`src/rtl/jas_fifo.sv`:
```
// small first-in first-out queue of register slots
// depends on nothing but its parameters; used between the block's parts
module jas_fifo #(
	parameter int WIDTH = 8,
	parameter int DEPTH = 2
) (
	input  logic             clk,
	input  logic             arst_n,
	input  logic             push,
	input  logic [WIDTH-1:0] push_data,
	output logic             full,
	input  logic             pop,
	output logic [WIDTH-1:0] pop_data,
	output logic             empty
);

	localparam int PTR_W = (DEPTH > 1) ? $clog2(DEPTH) : 1;
	localparam int CNT_W = $clog2(DEPTH + 1);

	logic [WIDTH-1:0] slot_q [DEPTH];
	logic [PTR_W-1:0] wr_ptr_q;
	logic [PTR_W-1:0] rd_ptr_q;
	logic [CNT_W-1:0] count_q;
	logic             do_push;
	logic             do_pop;

	assign full     = (count_q == CNT_W'(DEPTH));
	assign empty    = (count_q == '0);
	assign do_push  = push && !full;
	assign do_pop   = pop && !empty;
	assign pop_data = slot_q[rd_ptr_q];

	// pointers and fill count
	always_ff @(posedge clk or negedge arst_n) begin
		if (!arst_n) begin
			wr_ptr_q <= '0;
			rd_ptr_q <= '0;
			count_q  <= '0;
		end else begin
			if (do_push) begin
				wr_ptr_q <= (wr_ptr_q == PTR_W'(DEPTH - 1)) ? '0 : wr_ptr_q + 1'b1;
			end
			if (do_pop) begin
				rd_ptr_q <= (rd_ptr_q == PTR_W'(DEPTH - 1)) ? '0 : rd_ptr_q + 1'b1;
			end
			if (do_push && !do_pop) begin
				count_q <= count_q + 1'b1;
			end else if (do_pop && !do_push) begin
				count_q <= count_q - 1'b1;
			end
		end
	end

	// payload slots
	always_ff @(posedge clk) begin
		if (do_push) begin
			slot_q[wr_ptr_q] <= push_data;
		end
	end

endmodule

```
`config.mk`:
```
export PLATFORM = sky130hd
export DESIGN_NAME = jas_fifo
export DESIGN_NICKNAME = d
export VERILOG_FILES = /design/src/rtl/jas_fifo.sv
export SDC_FILE = /design/constraint.sdc
export NUM_CORES = 1
export LEC_CHECK = 0
export BUFFER_PORTS_ARGS = -buffer_cell sky130_fd_sc_hd__buf_4
export CORE_MARGIN = 2
export CORE_UTILIZATION = 48
export CTS_CLUSTER_DIAMETER = 60
export DETAILED_ROUTE_END_ITERATION = 8
export MAX_ROUTING_LAYER = met4
export PLACE_DENSITY = 0.8
export SYNTH_ARGS = -nofsm -noshare
export SYNTH_HDL_FRONTEND = slang
export SYNTH_SLANG_ARGS = --single-unit
```
`constraint.sdc`:
```
create_clock -name clk -period 1.65 [get_ports clk]
set_clock_uncertainty 0.1 [all_clocks]
set_input_delay 0.165 -clock clk [delete_from_list [all_inputs] [get_ports clk]]
set_output_delay 0.165 -clock clk [all_outputs]
set_load 0.03 [all_outputs]
```
# Word-level counts from Yosys, hierarchy flattened
# Memories as Yosys holds them, arrays and structs flattened.
# Cells that the tools add are included.
# W data, S select, Z words.
[classes] add_sub_neg=4 eq_ne=1 mux=6 n_reduce_logical=10
[op_table] cell="$logic_and A1 B1 Y1" n=4
[op_table] cell="$logic_not A1 Y1" n=4
[op_table] cell="$mux W1" n=4
[op_table] cell="$mux W2" n=2
[op_table] cell="$add A1 B1 Y1 const B" n=2
[op_table] cell="$add A2 B1 Y2 const B" n=1
[op_table] cell="$eq A2 B2 Y1 const B" n=1
[op_table] cell="$logic_not A2 Y1" n=1
[op_table] cell="$reduce_bool A2 Y1" n=1
[op_table] cell="$sub A2 B1 Y2 const B" n=1
[word_totals] ff_bits=4 ramBits=16 in_bits=12 output_inout_bits=10 elab_cells=25 n_memories=1
[mem_list] memory="slot_q" depth=2 width=8 read_ports=1 rd_clocked_by_memory_dff=0 write_ports=1 line="20" rtl="logic [WIDTH-1:0] slot_q [DEPTH];"

# Depth between registers and ports, before layout
[depth] word_depth=7 mapped_depth=7 depth_no_buf=7

# Worst setup path before layout
# No wires, ideal clock.
[synth_timing] kind="reg2reg" startpoint="reg count_q[0]" endpoint="mem slot_q[0][0], enable pin" setup_ps=370 arrival_ps=1022 required_time_ps=1180 path_slack_ps=158 stages_incl_launch_ff=4 path_buffers=0 period_less_slack_ps=1492 path_cell_list="dfrtp_1 > nand2b_1 > nand2_2 > nor2_1"
[synth_between] elab_chain_len=5
[synth_lines] item="from (decl)" line="23" rtl="logic [CNT_W-1:0] count_q;"
[synth_lines] item="from (signal assigned)" line="47" rtl="count_q <= count_q + 1'b1;"
[synth_lines] item="from (signal assigned)" line="49" rtl="count_q <= count_q - 1'b1;"
[synth_lines] item="$eq A2 B2 Y1" line="27" rtl="assign full = (count_q == CNT_W'(DEPTH));"
[synth_lines] item="$logic_not A1 Y1" line="29" rtl="assign do_push = push && !full;"
[synth_lines] item="$logic_and A1 B1 Y1" line="29"
[synth_lines] item="$mux W1" line="56" rtl="if (do_push) begin"
[synth_lines] item="$mux W1 (implied by the code)" line="57" rtl="slot_q[wr_ptr_q] <= push_data;"
[synth_lines] item="to (decl)" line="20"
# Every way passes these cells.

# Worst setup path after layout
[layout_timing] startpoint="reg rd_ptr_q" endpoint="out pop_data[7]"
[layout_between] elab_chain_len=1
[layout_lines] item="from (decl)" line="22" rtl="logic [PTR_W-1:0] rd_ptr_q;"
[layout_lines] item="from (signal assigned)" line="44" rtl="rd_ptr_q <= (rd_ptr_q == PTR_W'(DEPTH - 1)) ? '0 : rd_ptr_q + 1'b1;"
[layout_lines] item="$mem_v2 Z2 W8"
[layout_lines] item="to (decl)" line="13" rtl="output logic [WIDTH-1:0] pop_data,"
# Every way passes these cells.

==> results.toml <==
[detailed_routing]
drt_wl_total_um = 1410
dr.pass1.iters = 4
drt_iter0_drc = 6
drcViolationCount = 0
ant_nets = 0
vias = 485
via_per_inst = 5.05
avgRoutedWirePerCell_um = 14.7

[timing]
slew_violations = 0
slew_headroom = 0.727
fin_hold_ws_ns = 0.0622
worst_slew_pin_slew_ns = 0.410
fmax_mhz = 624
period_share = 0.971
period_needed_ns = 1.60
setup_viol = 0
final_hold_viol_count = 0

[grt]
antenna_found_initial = 0
overflow = 0
grt_first_pass_wirelength_um = 2220
grt_pass1_vias = 498
grt.total_usage = 0.179
grt_max_degree = 13

[finish]
antenna_cells = 0
final_common_cell = "buf_4"
final_nets = 94
stdcell_area_mm2 = 0.00112
drive_above_1_share = 0.413
syn2layout_area_growth_pct = 43.4
final_cell_mix = "24 x buf_4, 16 x edfxtp_1, 9 x dlygate4sd3_1, 6 x mux2_1"

[logic_synthesis]
synth_top_area_frac = 0.614
avgSynthCellArea_um2 = 17.8
syn_nets = 57
synth_seq_area_share = 0.742
netlist_top_cells_area = "edfxtp_1 61%, dfrtp_1 13%, mux2_1 8.6%"
ys_types = 15
synth_area_um2 = 782
yosys.area.top_type = "edfxtp_1"
ys_warn_count = 0
netlist_instances = 44
synth_seq_cells = 20

[placed_design]
portBuffers = 21
place_hpwl_um = 950
placed_cell_area_um2 = 962
globalplace.congestion = 0.615

[floorplan]
ioPinCount = 22
dieArea_mm2 = 0.00197
core_mm2 = 0.00152
initial_core_util = 0.513
rows = 14
die_w_um = 44.4
die_h_um = 44.4

[clocking]
clockBufferDepth = 2
htree_levels = 1
numCtsBuffers = 3
cts-root-buf = "clkbuf_4"
cts_sinks = 20
clkLatencyLatePin_ns = 0.30
path_clk_slew_ns = 0.11
cts_tree = "built"

[flow_run]
max-cap-violations = 0

[worst_hold_path]
hold_path_class = "input pin to flop"

[power]
pwr_density_cell_mw_per_mm2 = 1840
peakVddDrop_mv = 0.969
leakage_nw = 0.471

[critical_path]
crit_arrival_ns = 1.34
critPathMaxFanout = 9
crit_path_end_kind = "output port"
worstSetupPathType = "flop to output port"
critPathRequiredTime_ns = 1.38
start_kind = "flop"

[run_status]
status = "finished, final reports clean"
-- power by group --
group | internal (mW) | switching [mW] | leakage, nW
registers | 0.708 | 0.0978 | 0.194
clock network | 0.246 | 0.148 | 0.0279
logic | 0.386 | 0.477 | 0.249
-- stage by stage --
step | TNS [ns] | total power [mW] | std cells | util | setup slack (ns)
final | 0 | 2.06 | 96 | 0.736 | 0.0474
after floorplan | 0 | 1.34 | 44 | - | 0.158
after CTS | 0 | 2.04 | 94 | 0.726 | 0.0178
after global routing | -0.0124 | 2.16 | 96 | 0.736 | -0.0100
after detailed placement | 0 | 1.62 | 81 | 0.631 | 0.0514
after global placement | 0 | 1.58 | 81 | 0.631 | 0.161
-- layout make-up --
| class | count | area, µm² |
|---|---|---|
| Inverter | 2 | 7.51 |
| Multi-Input combinational cell | 21 | 189 |
| Fill cell | 99 | 403 |
| Clock buffer | 3 | 22.5 |
| Tap cell | 16 | 20.0 |
| Timing Repair Buffer | 33 | 270 |
| Clock inverter | 1 | 30.0 |
| Sequential cell | 20 | 582 |
-- routing by layer --
| metal | vias to the layer above | global-route usage | wire length, µm |
|---|---|---|---|
| li1 | 231 | - | - |
| met4 | 0 | 0.109 | 24 |
| met1 | 232 | 0.207 | 544 |
| met2 | 20 | 0.285 | 772 |
| met5 | - | - | 0 |
| met3 | 2 | 0.0367 | 73 |
-- path summary, 6_finish.rpt --
check                                start           to  slack, ns  depth (start not counted)
worst min-delay path                  push     wr_ptr_q       0.06                          3
min in group asynchronous           arst_n   count_q[0]       0.08                          2
worst min register to register  count_q[1]   count_q[1]       0.44                          1
worst max-delay path              rd_ptr_q  pop_data[7]       0.05                          2
worst max register to register  count_q[0]   count_q[1]       0.13                          6
max in group asynchronous           arst_n     rd_ptr_q       1.26                          2
-- critical path, stage by stage (launching register included) --
cell and delay (ns):
dfrtp_2 0.49, mux2_2 0.37, buf_4 0.17
-- sequential cells by signal, indices dropped and copies added, names as in the netlist --
name      flops
slot_q       16
wr_ptr_q      1
count_q       2
rd_ptr_q      1
-- cells by family after synthesis --
family                   synth area share
XOR/XNOR                           0.0656
multiplexers                        0.115
flip-flops                          0.742
AND/OR/NAND/NOR                    0.0384
buffers and inverters              0.0160
adder cells (fa/ha/maj)            0.0160
AO/OA/AOI/OAI                     0.00639
-- synthesized netlist by cell type --
cell and count:
inv_1 2, xor2_1 2, mux2_2 2, and3_1 1, xnor2_2 1, xnor2_1 2, nor2_1 3, dfrtp_1 4
nand2_2 1, edfxtp_1 16, o21ai_1 1, ha_1 1, mux2_1 6, buf_2 1, nand2b_1 1
-- repair_timing --
action	4_1_cts	5_1_grt
gates resized for setup	1	0
setup buffers	0	2
endpoints found under the setup margin	8	4
endpoints found under the hold margin	20	0
hold buffers	9	0
Note: power is estimated with default switching activity, not from simulation.
