==> src/rtl/jas_pkg.sv <==
// shared types, constants and fixed-point helpers of the joint admittance step unit
// no dependencies; imported by every module of the block but jas_fifo
package jas_pkg;

	// result status codes
	typedef enum logic [1:0] {
		STAT_OK          = 2'd0,
		STAT_POS_LIMIT   = 2'd1,
		STAT_SPEED_LIMIT = 2'd2,
		STAT_OVERFLOW    = 2'd3
	} jas_status_t;

	// configuration register indexes
	typedef enum logic [1:0] {
		REG_INV_INERTIA = 2'd0,
		REG_DAMPING     = 2'd1,
		REG_STEP_TIME   = 2'd2,
		REG_MAX_STEP    = 2'd3
	} jas_reg_t;

	// back end sequencer states
	typedef enum logic [3:0] {
		ST_IDLE,
		ST_ADD1,
		ST_MUL2,
		ST_ADD2,
		ST_MUL3,
		ST_ADD3,
		ST_MUL4,
		ST_ADD4,
		ST_DONE
	} jas_state_t;

	// register reset values
	localparam logic [30:0] INV_INERTIA_RST = 31'd65536;
	localparam logic [30:0] DAMPING_RST     = 31'd655360;
	localparam logic [31:0] STEP_TIME_RST   = 32'd4294967;
	localparam logic [30:0] MAX_STEP_RST    = 31'h7FFF_FFFF;

	// depth of the queues between front, back and result side
	localparam int QUEUE_DEPTH = 2;

	// saturation bounds in the wide working format
	localparam logic signed [67:0] SAT_MAX = 68'sd2147483647;
	localparam logic signed [67:0] SAT_MIN = -68'sd2147483648;

	// shared register set
	typedef struct packed {
		logic [30:0] inv_inertia;
		logic [30:0] damping;
		logic [31:0] step_time;
		logic [30:0] max_step;
	} jas_cfg_t;

	// classified sample handed from front to back
	typedef struct packed {
		logic [2:0]         joint;
		logic               valid;
		logic               restart;
		logic signed [31:0] q_des;
		logic signed [31:0] q_act;
		logic signed [31:0] ext;
		logic               ext_ov;
		logic signed [31:0] pos_lower;
		logic signed [31:0] pos_upper;
	} jas_item_t;

	// one command result
	typedef struct packed {
		logic [2:0]         joint;
		logic signed [31:0] q_cmd;
		jas_status_t        status;
	} jas_res_t;

	// saturated value and its overflow flag
	typedef struct packed {
		logic               ov;
		logic signed [31:0] val;
	} jas_sat_t;

	// clamp a wide value to the signed 32-bit range
	function automatic jas_sat_t sat32(input logic signed [67:0] x);
		jas_sat_t r;
		if (x > SAT_MAX) begin
			r.ov  = 1'b1;
			r.val = 32'sh7FFF_FFFF;
		end else if (x < SAT_MIN) begin
			r.ov  = 1'b1;
			r.val = 32'sh8000_0000;
		end else begin
			r.ov  = 1'b0;
			r.val = x[31:0];
		end
		return r;
	endfunction

	// drop 16 fraction bits, round to nearest, ties up
	function automatic logic signed [67:0] rnd16(input logic signed [65:0] p);
		logic signed [67:0] t;
		t = 68'(p) + 68'sd32768;
		return t >>> 16;
	endfunction

	// drop 32 fraction bits, round to nearest, ties up
	function automatic logic signed [67:0] rnd32(input logic signed [65:0] p);
		logic signed [67:0] t;
		t = 68'(p) + 68'sd2147483648;
		return t >>> 32;
	endfunction

endpackage

==> src/rtl/jas_front.sv <==
// front end: classifies an incoming joint sample and forms the external torque
// depends on jas_pkg for the item type and saturation helper
module jas_front import jas_pkg::*; #(
	parameter int NUM_JOINTS = 8
) (
	input  logic [2:0]         joint,
	input  logic               restart,
	input  logic signed [31:0] q_des,
	input  logic signed [31:0] q_act,
	input  logic signed [31:0] tau_act,
	input  logic signed [31:0] grav_torque,
	input  logic signed [31:0] bias_torque,
	input  logic signed [31:0] pos_lower,
	input  logic signed [31:0] pos_upper,
	output jas_item_t          item
);

	jas_sat_t ext_sat;

	// external torque, saturated
	always_comb begin
		ext_sat = sat32(68'(tau_act) - 68'(grav_torque) - 68'(bias_torque));
	end

	// build the queued item
	always_comb begin
		item.joint     = joint;
		item.valid     = (32'(joint) < NUM_JOINTS);
		item.restart   = restart;
		item.q_des     = q_des;
		item.q_act     = q_act;
		item.ext       = ext_sat.val;
		item.ext_ov    = ext_sat.ov;
		item.pos_lower = pos_lower;
		item.pos_upper = pos_upper;
	end

endmodule

==> config.mk <==
export PLATFORM = sky130hd
export DESIGN_NAME = jas_front
export DESIGN_NICKNAME = d
export VERILOG_FILES = /design/src/rtl/jas_pkg.sv /design/src/rtl/jas_front.sv
export SDC_FILE = /design/constraint.sdc
export NUM_CORES = 1
export LEC_CHECK = 0
export BUFFER_PORTS_ARGS = -buffer_cell sky130_fd_sc_hd__buf_2
export CAP_MARGIN = 20
export CORE_AREA = 2 2 152 154
export DETAILED_ROUTE_END_ITERATION = 16
export DIE_AREA = 0 0 154 156
export PLACE_DENSITY_LB_ADDON = 0.08
export SLEW_MARGIN = 20
export SYNTH_ARGS = -nofsm -noshare
export SYNTH_HDL_FRONTEND = slang
export SYNTH_SLANG_ARGS = --single-unit
==> constraint.sdc <==
create_clock -name vclk -period 5.5
set_clock_uncertainty 0.2 [all_clocks]
set_input_delay 0.55 -clock vclk [all_inputs]
set_output_delay 0.55 -clock vclk [all_outputs]
set_load 0.05 [all_outputs]
### Word-level counts from Yosys, hierarchy flattened

Cells that the tools add are included.

| word-level totals | value |
|---|---|
| register bits after elaboration | 0 |
| bits of input ports | 228 |
| output and inout bits | 166 |

| operators by class | value |
|---|---|
| add/subtract/negate cells | 2 |
| order comparisons | 2 |
| multiplexer cells | 2 |

Operators by type and width:

| cell | count |
|---|---|
| two-way mux 33 bit | 2 |
| greater-than comparator 34 x 32 -> 1 bit (second input constant) | 1 |
| less-than comparator 34 x 32 -> 1 bit (second input constant) | 1 |
| subtractor 33 x 32 -> 34 bit | 1 |
| subtractor 32 x 32 -> 33 bit | 1 |

### Depth between registers and ports, before layout

Gate-level depths: netlist (run 1).

| logic depth | value |
|---|---|
| word-level depth | 5 |
| depth in mapped cells | 16 |
| mapped depth without buffers | 14 |

### Least setup slack after synthesis (run 1)

OpenSTA, ideal clock, no wires.

| timing | value |
|---|---|
| path kind | input-to-output |
| start | in grav_torque[0] |
| end | out item[71] in the netlist's numbering |
| data arrival time | 4.716 ns |
| slack | 0.034 ns |
| stages on the path | 15 |
| cells stage by stage | inv_1 -> fa_1 -> inv_1 -> ha_1 -> or2_2 -> fa_1 -> a211oi_1 -> o31ai_2 -> o2111ai_1 -> a31oi_2 -> and3_1 -> a211oi_4 -> a21oi_2 -> buf_6 -> o21ai_0 |

RTL lines:

| element | line | RTL |
|---|---|---|
| start: declaration | jas_front.sv:11 | `input logic signed [31:0] grav_torque,` |
| end: declaration | jas_front.sv:15 | `output jas_item_t item` |

==> flow_summary.yaml, run 1 <==
sta:
  max-slew-margin-rel: 0.426
  tightest_slew_ps: 850
  period_share: 0.955
  maxSlewViolCount: 0
  grt_setup_unrepaired: "no"
  fin_crit_ps: 5250
  clock.fmax_mhz: 190
  hold_viol_final: 0
  setup_violations: 0
  setup_tns_ps: 0
grt:
  antenna_found_initial: 0
  grt_max_degree: 27
  grt_overflow: 0
  grtUsageTotal: 0.0964
  grt_pass1_vias: 3686
  grt_pass1_wl_um: 19200
setup_path:
  arrival_ps: 4500
  cp_top_family: "compound AO/OA/AOI/OAI gates"
  crit_fanout: 26
  path_depth: 17
  worst_setup_path_end_kind: "output pin"
  critPathLaunchType: "primary input"
  critical-path-slowest-cell: "fa_1"
  path_cells: "buf_2 -> fa_1 -> inv_1 -> ha_1 -> or2_2 -> fa_1 -> a211oi_1 -> o31ai_2 -> o2111ai_2 -> a31oi_2 -> and3_1 -> a211oi_4 -> buf_4 -> o21ai_2 -> buf_12 -> o21ai_0 -> clkbuf_4"
  crit_type: "primary input to output pin"
  required_ps: 4750
  crit_top_cell: "fa_1"
  slowest_delay_ps: 550
  path_buf_inv: 5
pwr:
  power_frac_clock: 0
  switchingPower_mw: 1.24
  power_switching_share: 0.692
  p_per_area_nw_per_um2: 419
  p_int_mw: 0.552
  p_leak_nw: 2.10
  pwr-share-seq: 0
  ir_drop_uv: 217
  combinationalPowerShare: 1.000
logic_synthesis:
  yosysSeqAreaShare: 0
  synth_cell_types: 60
  yosys-top-cells-area: "buf_4 (24%), fa_1 (15%), ha_1 (10%)"
  syn_nets: 860
  yosys.area.top_type: "buf_4"
  syn_avg_cell_area_um2: 7.44
  synthesis.area_um2: 4210
  syn_inst: 565
  ys_warn_count: 0
  synth_top_area_share: 0.237
placed_design:
  dp.cells: 838
  dp_hpwl_um: 10700
  place.gp.congestion: 0.758
  io_buffers: 129
floorplanning:
  rows: 55
  die-area_um2: 24000
  initial_core_util: 0.188
  coreArea_um2: 22400
  fp.dieW_um: 154
  fp.dieH_um: 156
  io_pins: 394
drt:
  drtIter0Drc: 185
  drtPass1Iterations: 5
  wl_per_cell_um: 14.6
  vias_per_cell: 4.22
  drc: 0
  vias: 3535
  wl_um: 12200
  route.antenna.remaining_nets: 0
final_layout:
  finish.utilization: 0.192
  final-seq-area_um2: 0
  n_antenna_cell: 0
  nets: 850
  clkbuf_count: 0
  synthToLayoutAreaGrowth_pct: 1.90
  nFlopsAndLatches: 0
  drive_gt1_frac: 0.304
  fillers: 2540
  final_cell_count_no_fill: 838
cts:
  post-cts-setup-buffers: 0
status:
  status: "complete, no violations"
worst_hold_path:
  hold_class: "primary input to output pin"
  whs_path_depth: 0
run:
  drv_cap: 0
==> path summary, 6_finish.rpt <==
path | from | to | slack [ps]
max | tau_act[0] | item[86] | 250
min | q_act[4] | item[101] | 900
==> metal layers <==
metal | part of all wire | track usage | vias to the layer above
li1 | - | - | 1739
met1 | 0.46 | 0.131 | 1614
met2 | 0.47 | 0.167 | 142
met3 | 0.059 | 0.0106 | 40
met4 | 0.015 | 0.0160 | 0
met5 | 0 | 0 | -
==> kinds of logic after synthesis <==
group,Yosys count,synth area share
compound gates,146,0.233
other cells,1,0.000892
simple gates,97,0.123
xor+xnor,29,0.0604
fa+ha+maj,67,0.256
buf+inv,225,0.327
==> per-stage QoR <==
step                total power [mW]  setup slack, ps  hold WS, ps  cell area, µm²
floorplan                       1.53             34.0         1070            4210
global placement                1.81              165          900            4270
detailed placement              1.80             76.8          900            4270
CTS                             1.81             73.5          900            4270
global route                    1.93             25.6          900            4290
finish                          1.79              250          900            4290
==> synthesized netlist by cell type, drive strengths merged, types with 3 or more instances <==
master / count
a211oi: 3
a31oi: 3
o21ai: 32
buf: 147
a221oi: 3
a21oi: 57
nand4: 8
nand2: 24
and2: 5
nor3: 10
xor2: 12
nand3: 7
nor4: 3
fa: 32
ha: 35
nor2b: 4
o211ai: 7
a21o: 15
xnor2: 17
inv: 71
a21boi: 3
nor2: 22
a211o: 3
and3: 5
clkbuf: 7
==> cell usage in the layout, fill, tap and decap left out, drive strengths merged, types with 7 or more instances in the layout <==
master,n
buf,141
inv,71
a21oi,57
ha,35
fa,32
o21ai,32
nand2,24
nor2,22
xnor2,17
a21o,15
xor2,12
nor3,10
nand4,8
o211ai,7
nand3,7
==> power by group through the flow <==
stage	Sequential [mW]	Combinational [mW]	Clock, mW
finish	0	1.79	0
CTS	0	1.81	0
global placement	0	1.81	0
detailed placement	0	1.80	0
floorplan	0	1.53	0
global route	0	1.93	0
==> cell type report <==
type                            instances  area [µm²]  share of cell area
Timing Repair Buffer                  142         803               0.187
Multi-Input combinational cell        340        2860               0.667
Inverter                               71         267              0.0622
Tap cell                              285         357              0.0832
==> repair_timing <==
action | CTS | global route
hold buffers | 0 | 0
setup endpoints to repair | 0 | 23
gates resized for setup | 0 | 3
Power figures use the tool's default switching activity.
==> inputs of run 2 (changes only) <==
--- a/config.mk
+++ b/config.mk
@@ -6,5 +6,5 @@
 export NUM_CORES = 1
 export LEC_CHECK = 0
-export BUFFER_PORTS_ARGS = -buffer_cell sky130_fd_sc_hd__buf_2
+export BUFFER_PORTS_ARGS = -buffer_cell sky130_fd_sc_hd__buf_4
 export CAP_MARGIN = 20
 export CORE_AREA = 2 2 152 154
==> constraint.sdc (replaced) <==
create_clock -name vclk -period 5.5
set_clock_uncertainty 0.2 [all_clocks]
set_input_delay 0.55 -clock vclk [all_inputs]
set_output_delay 0.55 -clock vclk [all_outputs]
set_load 0.005 [all_outputs]
==> run 2 against run 1 <==
Against the previous run: critical path depth stayed put; sequential share of layout area stayed put; largest cell class unchanged; via count is 1.6% lower; maximum frequency is 0.35% higher; largest power group unchanged; worst hold slack hardly changed; cell count is 0.48% lower.
==> flow_summary.yaml, run 2 (synthesis gave the netlist of run 1 again) <==
status:
  status: "complete, no violations"
final_layout:
  drive_gt1_frac: 0.297
  synthToLayoutAreaGrowth_pct: 7.02
  nets: 846
  nFlopsAndLatches: 0
  clkbuf_count: 0
  final_cell_mix: "buf_4 (138), inv_1 (71), a21oi_1 (46), ha_1 (35), fa_1 (32)"
  mostFrequentLayoutCell: "buf_4"
  n_antenna_cell: 0
  multi_input_area_um2: 2840
  fillers: 2513
  final-seq-area_um2: 0
sta:
  fin_ws_ps: 268
  period_share: 0.951
  max-slew-margin-rel: 0.631
  setup_tns_ps: 0
  tightest_slew_ps: 549
  fin_crit_ps: 5230
  setup_violations: 0
  clock.fmax_mhz: 191
  hold_viol_final: 0
  maxSlewViolCount: 0
  grt_setup_unrepaired: "no"
drt:
  wl_per_cell_um: 14.6
  drtIter0Drc: 155
  vias_per_cell: 4.17
  vias: 3477
  drtPass1Iterations: 4
  wl_um: 12200
  drc: 0
  route.antenna.remaining_nets: 0
worst_hold_path:
  hold_start: "q_act[4]"
  hold_class: "primary input to output pin"
  whs_path_depth: 0
  hold-path-endpoint: "item[101]"
setup_path:
  startpoint: "tau_act[0]"
  required_ps: 4750
  worst_setup_path_end_kind: "output pin"
  crit_fanout: 15
  arrival_ps: 4480
  crit_type: "primary input to output pin"
  critPathLaunchType: "primary input"
floorplanning:
  io_pins: 394
  die-area_um2: 24000
  fp.dieW_um: 154
  rows: 55
  fp.dieH_um: 156
  coreArea_um2: 22400
  initial_core_util: 0.188
run:
  drv_cap: 0
grt:
  use_met3: 0.0111
  grt_pass1_vias: 3811
  grt.met1_usage: 0.131
  met2_usage: 0.170
  grt_max_degree: 16
  grtUsageTotal: 0.0972
  antenna_found_initial: 0
  grt_overflow: 0
  grt.busiest_layer: "met2"
  grt_pass1_wl_um: 19500
cts:
  post-cts-setup-buffers: 0
  cts_hold_buf: 0
  post_cts_resized: 0
pwr:
  p_leak_nw: 2.17
  p_per_area_nw_per_um2: 276
  ir_drop_uv: 87.1
placed_design:
  place.gp.congestion: 0.769
  pre_cts_ws_ps: 226
  dp_hpwl_um: 10800
  io_buffers: 129
-- run 2: cell types whose count changed in the layout (fill, tap and decap cells not counted), sizes merged --
cell / change
clkbuf: -1
buf: -3
-- run 2: critical path, cell delays in order --
cell and delay, ps:
buf_4 120, fa_1 550, inv_1 50, ha_1 170, or2_2 280, fa_1 430, a211oi_1 340, o31ai_2 160
o2111ai_1 320, a31oi_2 180, and3_1 250, a211oi_4 280, buf_4 190, o21ai_2 60, buf_4 220, o21ai_0 170
buf_4 180
-- run 2: report_power, final --
| part | internal [mW] | switching, mW |
|---|---|---|
| clock | 0 | 0 |
| sequential | 0 | 0 |
| combinational | 0.577 | 0.667 |
| total | 0.577 | 0.667 |
-- run 2: how the worst max path moves through the flow --
stage	to	slack (ps)
final	item[92]	270
after global routing	item[92]	30
after CTS	item[92]	220
after detailed placement	item[92]	230
after global placement	item[92]	330
after floorplan	item[75]	900
-- run 2: per-stage QoR --
stage	instance area, µm²	power [mW]	hold WS, ps	util	cells
5_1_grt	4500	1.38	900	0.201	834
2_1_floorplan	4210	0.796	981	-	565
6_report	4500	1.24	900	0.201	834
4_1_cts	4500	1.28	900	0.201	834
3_5_place_dp	4500	1.27	900	0.201	834
3_3_place_gp	4500	1.27	900	0.201	834
-- run 2: per-layer routing --
metal  vias up  wire, µm
met3        40       680
li1       1728         -
met5         -         0
met1      1587      5620
met4         0       151
met2       122      5760
-- run 2: final cells by class --
cell class | count | area share
Multi-Input combinational cell | 340 | 0.631
Timing Repair Buffer | 138 | 0.230
Tap cell | 285 | 0.0792
Inverter | 71 | 0.0592
==> inputs of run 3 (changes only) <==
- CORE_AREA: 2 2 152 154 -> 2 2 154 156
- DIE_AREA: 0 0 154 156 -> 0 0 156 158
==> run 3 against run 2 <==
Against the previous run: worst setup slack better by 11 ps; core utilization shrank 0.49 points; maximum frequency up 0.21%; die area up 2.6%; cell count rose by 0.60%; combinational power about the same.
==> flow_summary.yaml, run 3 (synthesis gave the netlist of run 1 again) <==
grt:
  grt_overflow: 0
  grtUsageTotal: 0.0983
  grt_pass1_wl_um: 19800
  grt_max_degree: 16
  antenna_found_initial: 0
  grt_pass1_vias: 3732
sta:
  grt_setup_unrepaired: "no"
  tightest_slew_ps: 720
  setup_tns_ps: 0
  fin_ws_ps: 279
  setup_violations: 0
  maxSlewViolCount: 0
  period_share: 0.949
  hold_viol_final: 0
  fin_crit_ps: 5220
  clock.fmax_mhz: 192
  max-slew-margin-rel: 0.514
setup_path:
  slowest_delay_ps: 550
  critical-path-slowest-cell: "fa_1"
  path_cells: "buf_4 -> fa_1 -> inv_1 -> ha_1 -> or2_2 -> fa_1 -> a211oi_1 -> o31ai_2 -> o2111ai_2 -> a31oi_2 -> and3_1 -> a211oi_4 -> a21oi_4 -> buf_12 -> o21ai_0 -> buf_4"
  critPathLaunchType: "primary input"
  worst_setup_path_end_kind: "output pin"
  required_ps: 4750
  crit_fanout: 14
  path_buf_inv: 4
  crit_type: "primary input to output pin"
  cp_top_family: "compound AO/OA/AOI/OAI gates"
  arrival_ps: 4470
floorplanning:
  fp.dieW_um: 156
  fp.dieH_um: 158
  io_pins: 394
  coreArea_um2: 23100
  die-area_um2: 24600
  rows: 56
  initial_core_util: 0.182
pwr:
  p_per_area_nw_per_um2: 279
  pwr-share-seq: 0
  p_int_mw: 0.583
  power_switching_share: 0.538
  ir_drop_uv: 87.4
  p_leak_nw: 2.18
  totalPowerFinal_mw: 1.26
  switchingPower_mw: 0.679
  power_frac_clock: 0
  combinationalPowerShare: 1.000
drt:
  wl_met2_um: 5970
  m1WireLength_um: 5820
  route.antenna.remaining_nets: 0
  drtPass1Iterations: 4
  wl_um: 12700
  drc: 0
  drtIter0Drc: 188
  vias_per_cell: 4.21
  wl_per_cell_um: 15.2
  vias: 3534
  route.met3.wl_um: 768
  highest_layer: "met4"
cts:
  post-cts-setup-buffers: 0
  cts_hold_buf: 0
  post_cts_resized: 0
final_layout:
  finish.utilization: 0.196
  n_antenna_cell: 0
  final_cell_count_no_fill: 839
  clkbuf_count: 0
  nFlopsAndLatches: 0
  final-seq-area_um2: 0
  mostFrequentLayoutCell: "buf_4"
  synthToLayoutAreaGrowth_pct: 7.62
  final_cell_mix: "buf_4 (137), inv_1 (71), a21oi_1 (46), ha_1 (35), fa_1 (32)"
  nets: 846
  drive_gt1_frac: 0.299
worst_hold_path:
  hold_class: "primary input to output pin"
placed_design:
  pre_cts_ws_ps: 184
  io_buffers: 129
  dp.cells: 839
  dp_hpwl_um: 11200
  place.gp.congestion: 0.771
run:
  drv_cap: 0
status:
  status: "complete, no violations"
[run 3: changes by cell type in the layout (fill, tap and decap cells not counted)]
cell	delta
buf_4	-1
o2111ai_2	+1
o2111ai_1	-1
buf_12	+1
[run 3: layer usage]
| layer | global-route usage | vias up |
|---|---|---|
| met5 | 0 | - |
| met4 | 0.0183 | 0 |
| met3 | 0.0118 | 48 |
| met2 | 0.171 | 146 |
| met1 | 0.132 | 1614 |
| li1 | - | 1726 |
[run 3: worst paths after layout]
| check | cells past startpoint | start | to | slack [ps] |
|---|---|---|---|---|
| setup / recovery | 16 | tau_act[0] | item[86] | 280 |
| hold / removal | 0 | q_act[8] | item[105] | 900 |
[run 3: power groups by stage]
stage | combinational [mW] | clock, mW | sequential, mW
4_1_cts | 1.29 | 0 | 0
3_5_place_dp | 1.28 | 0 | 0
2_1_floorplan | 0.796 | 0 | 0
5_1_grt | 1.41 | 0 | 0
6_report | 1.26 | 0 | 0
3_3_place_gp | 1.28 | 0 | 0
[run 3: final cells by class]
type                            instances  area, µm²
Fill cell                            2631      18500
Inverter                               71        267
Multi-Input combinational cell        340       2850
Tap cell                              290        363
Timing Repair Buffer                  138       1050
[run 3: per-stage QoR]
stage / instance area [µm²] / hold WS (ps)
2_1_floorplan: 4210 / 981
3_3_place_gp: 4520 / 900
3_5_place_dp: 4520 / 900
4_1_cts: 4520 / 900
5_1_grt: 4530 / 900
6_report: 4530 / 900
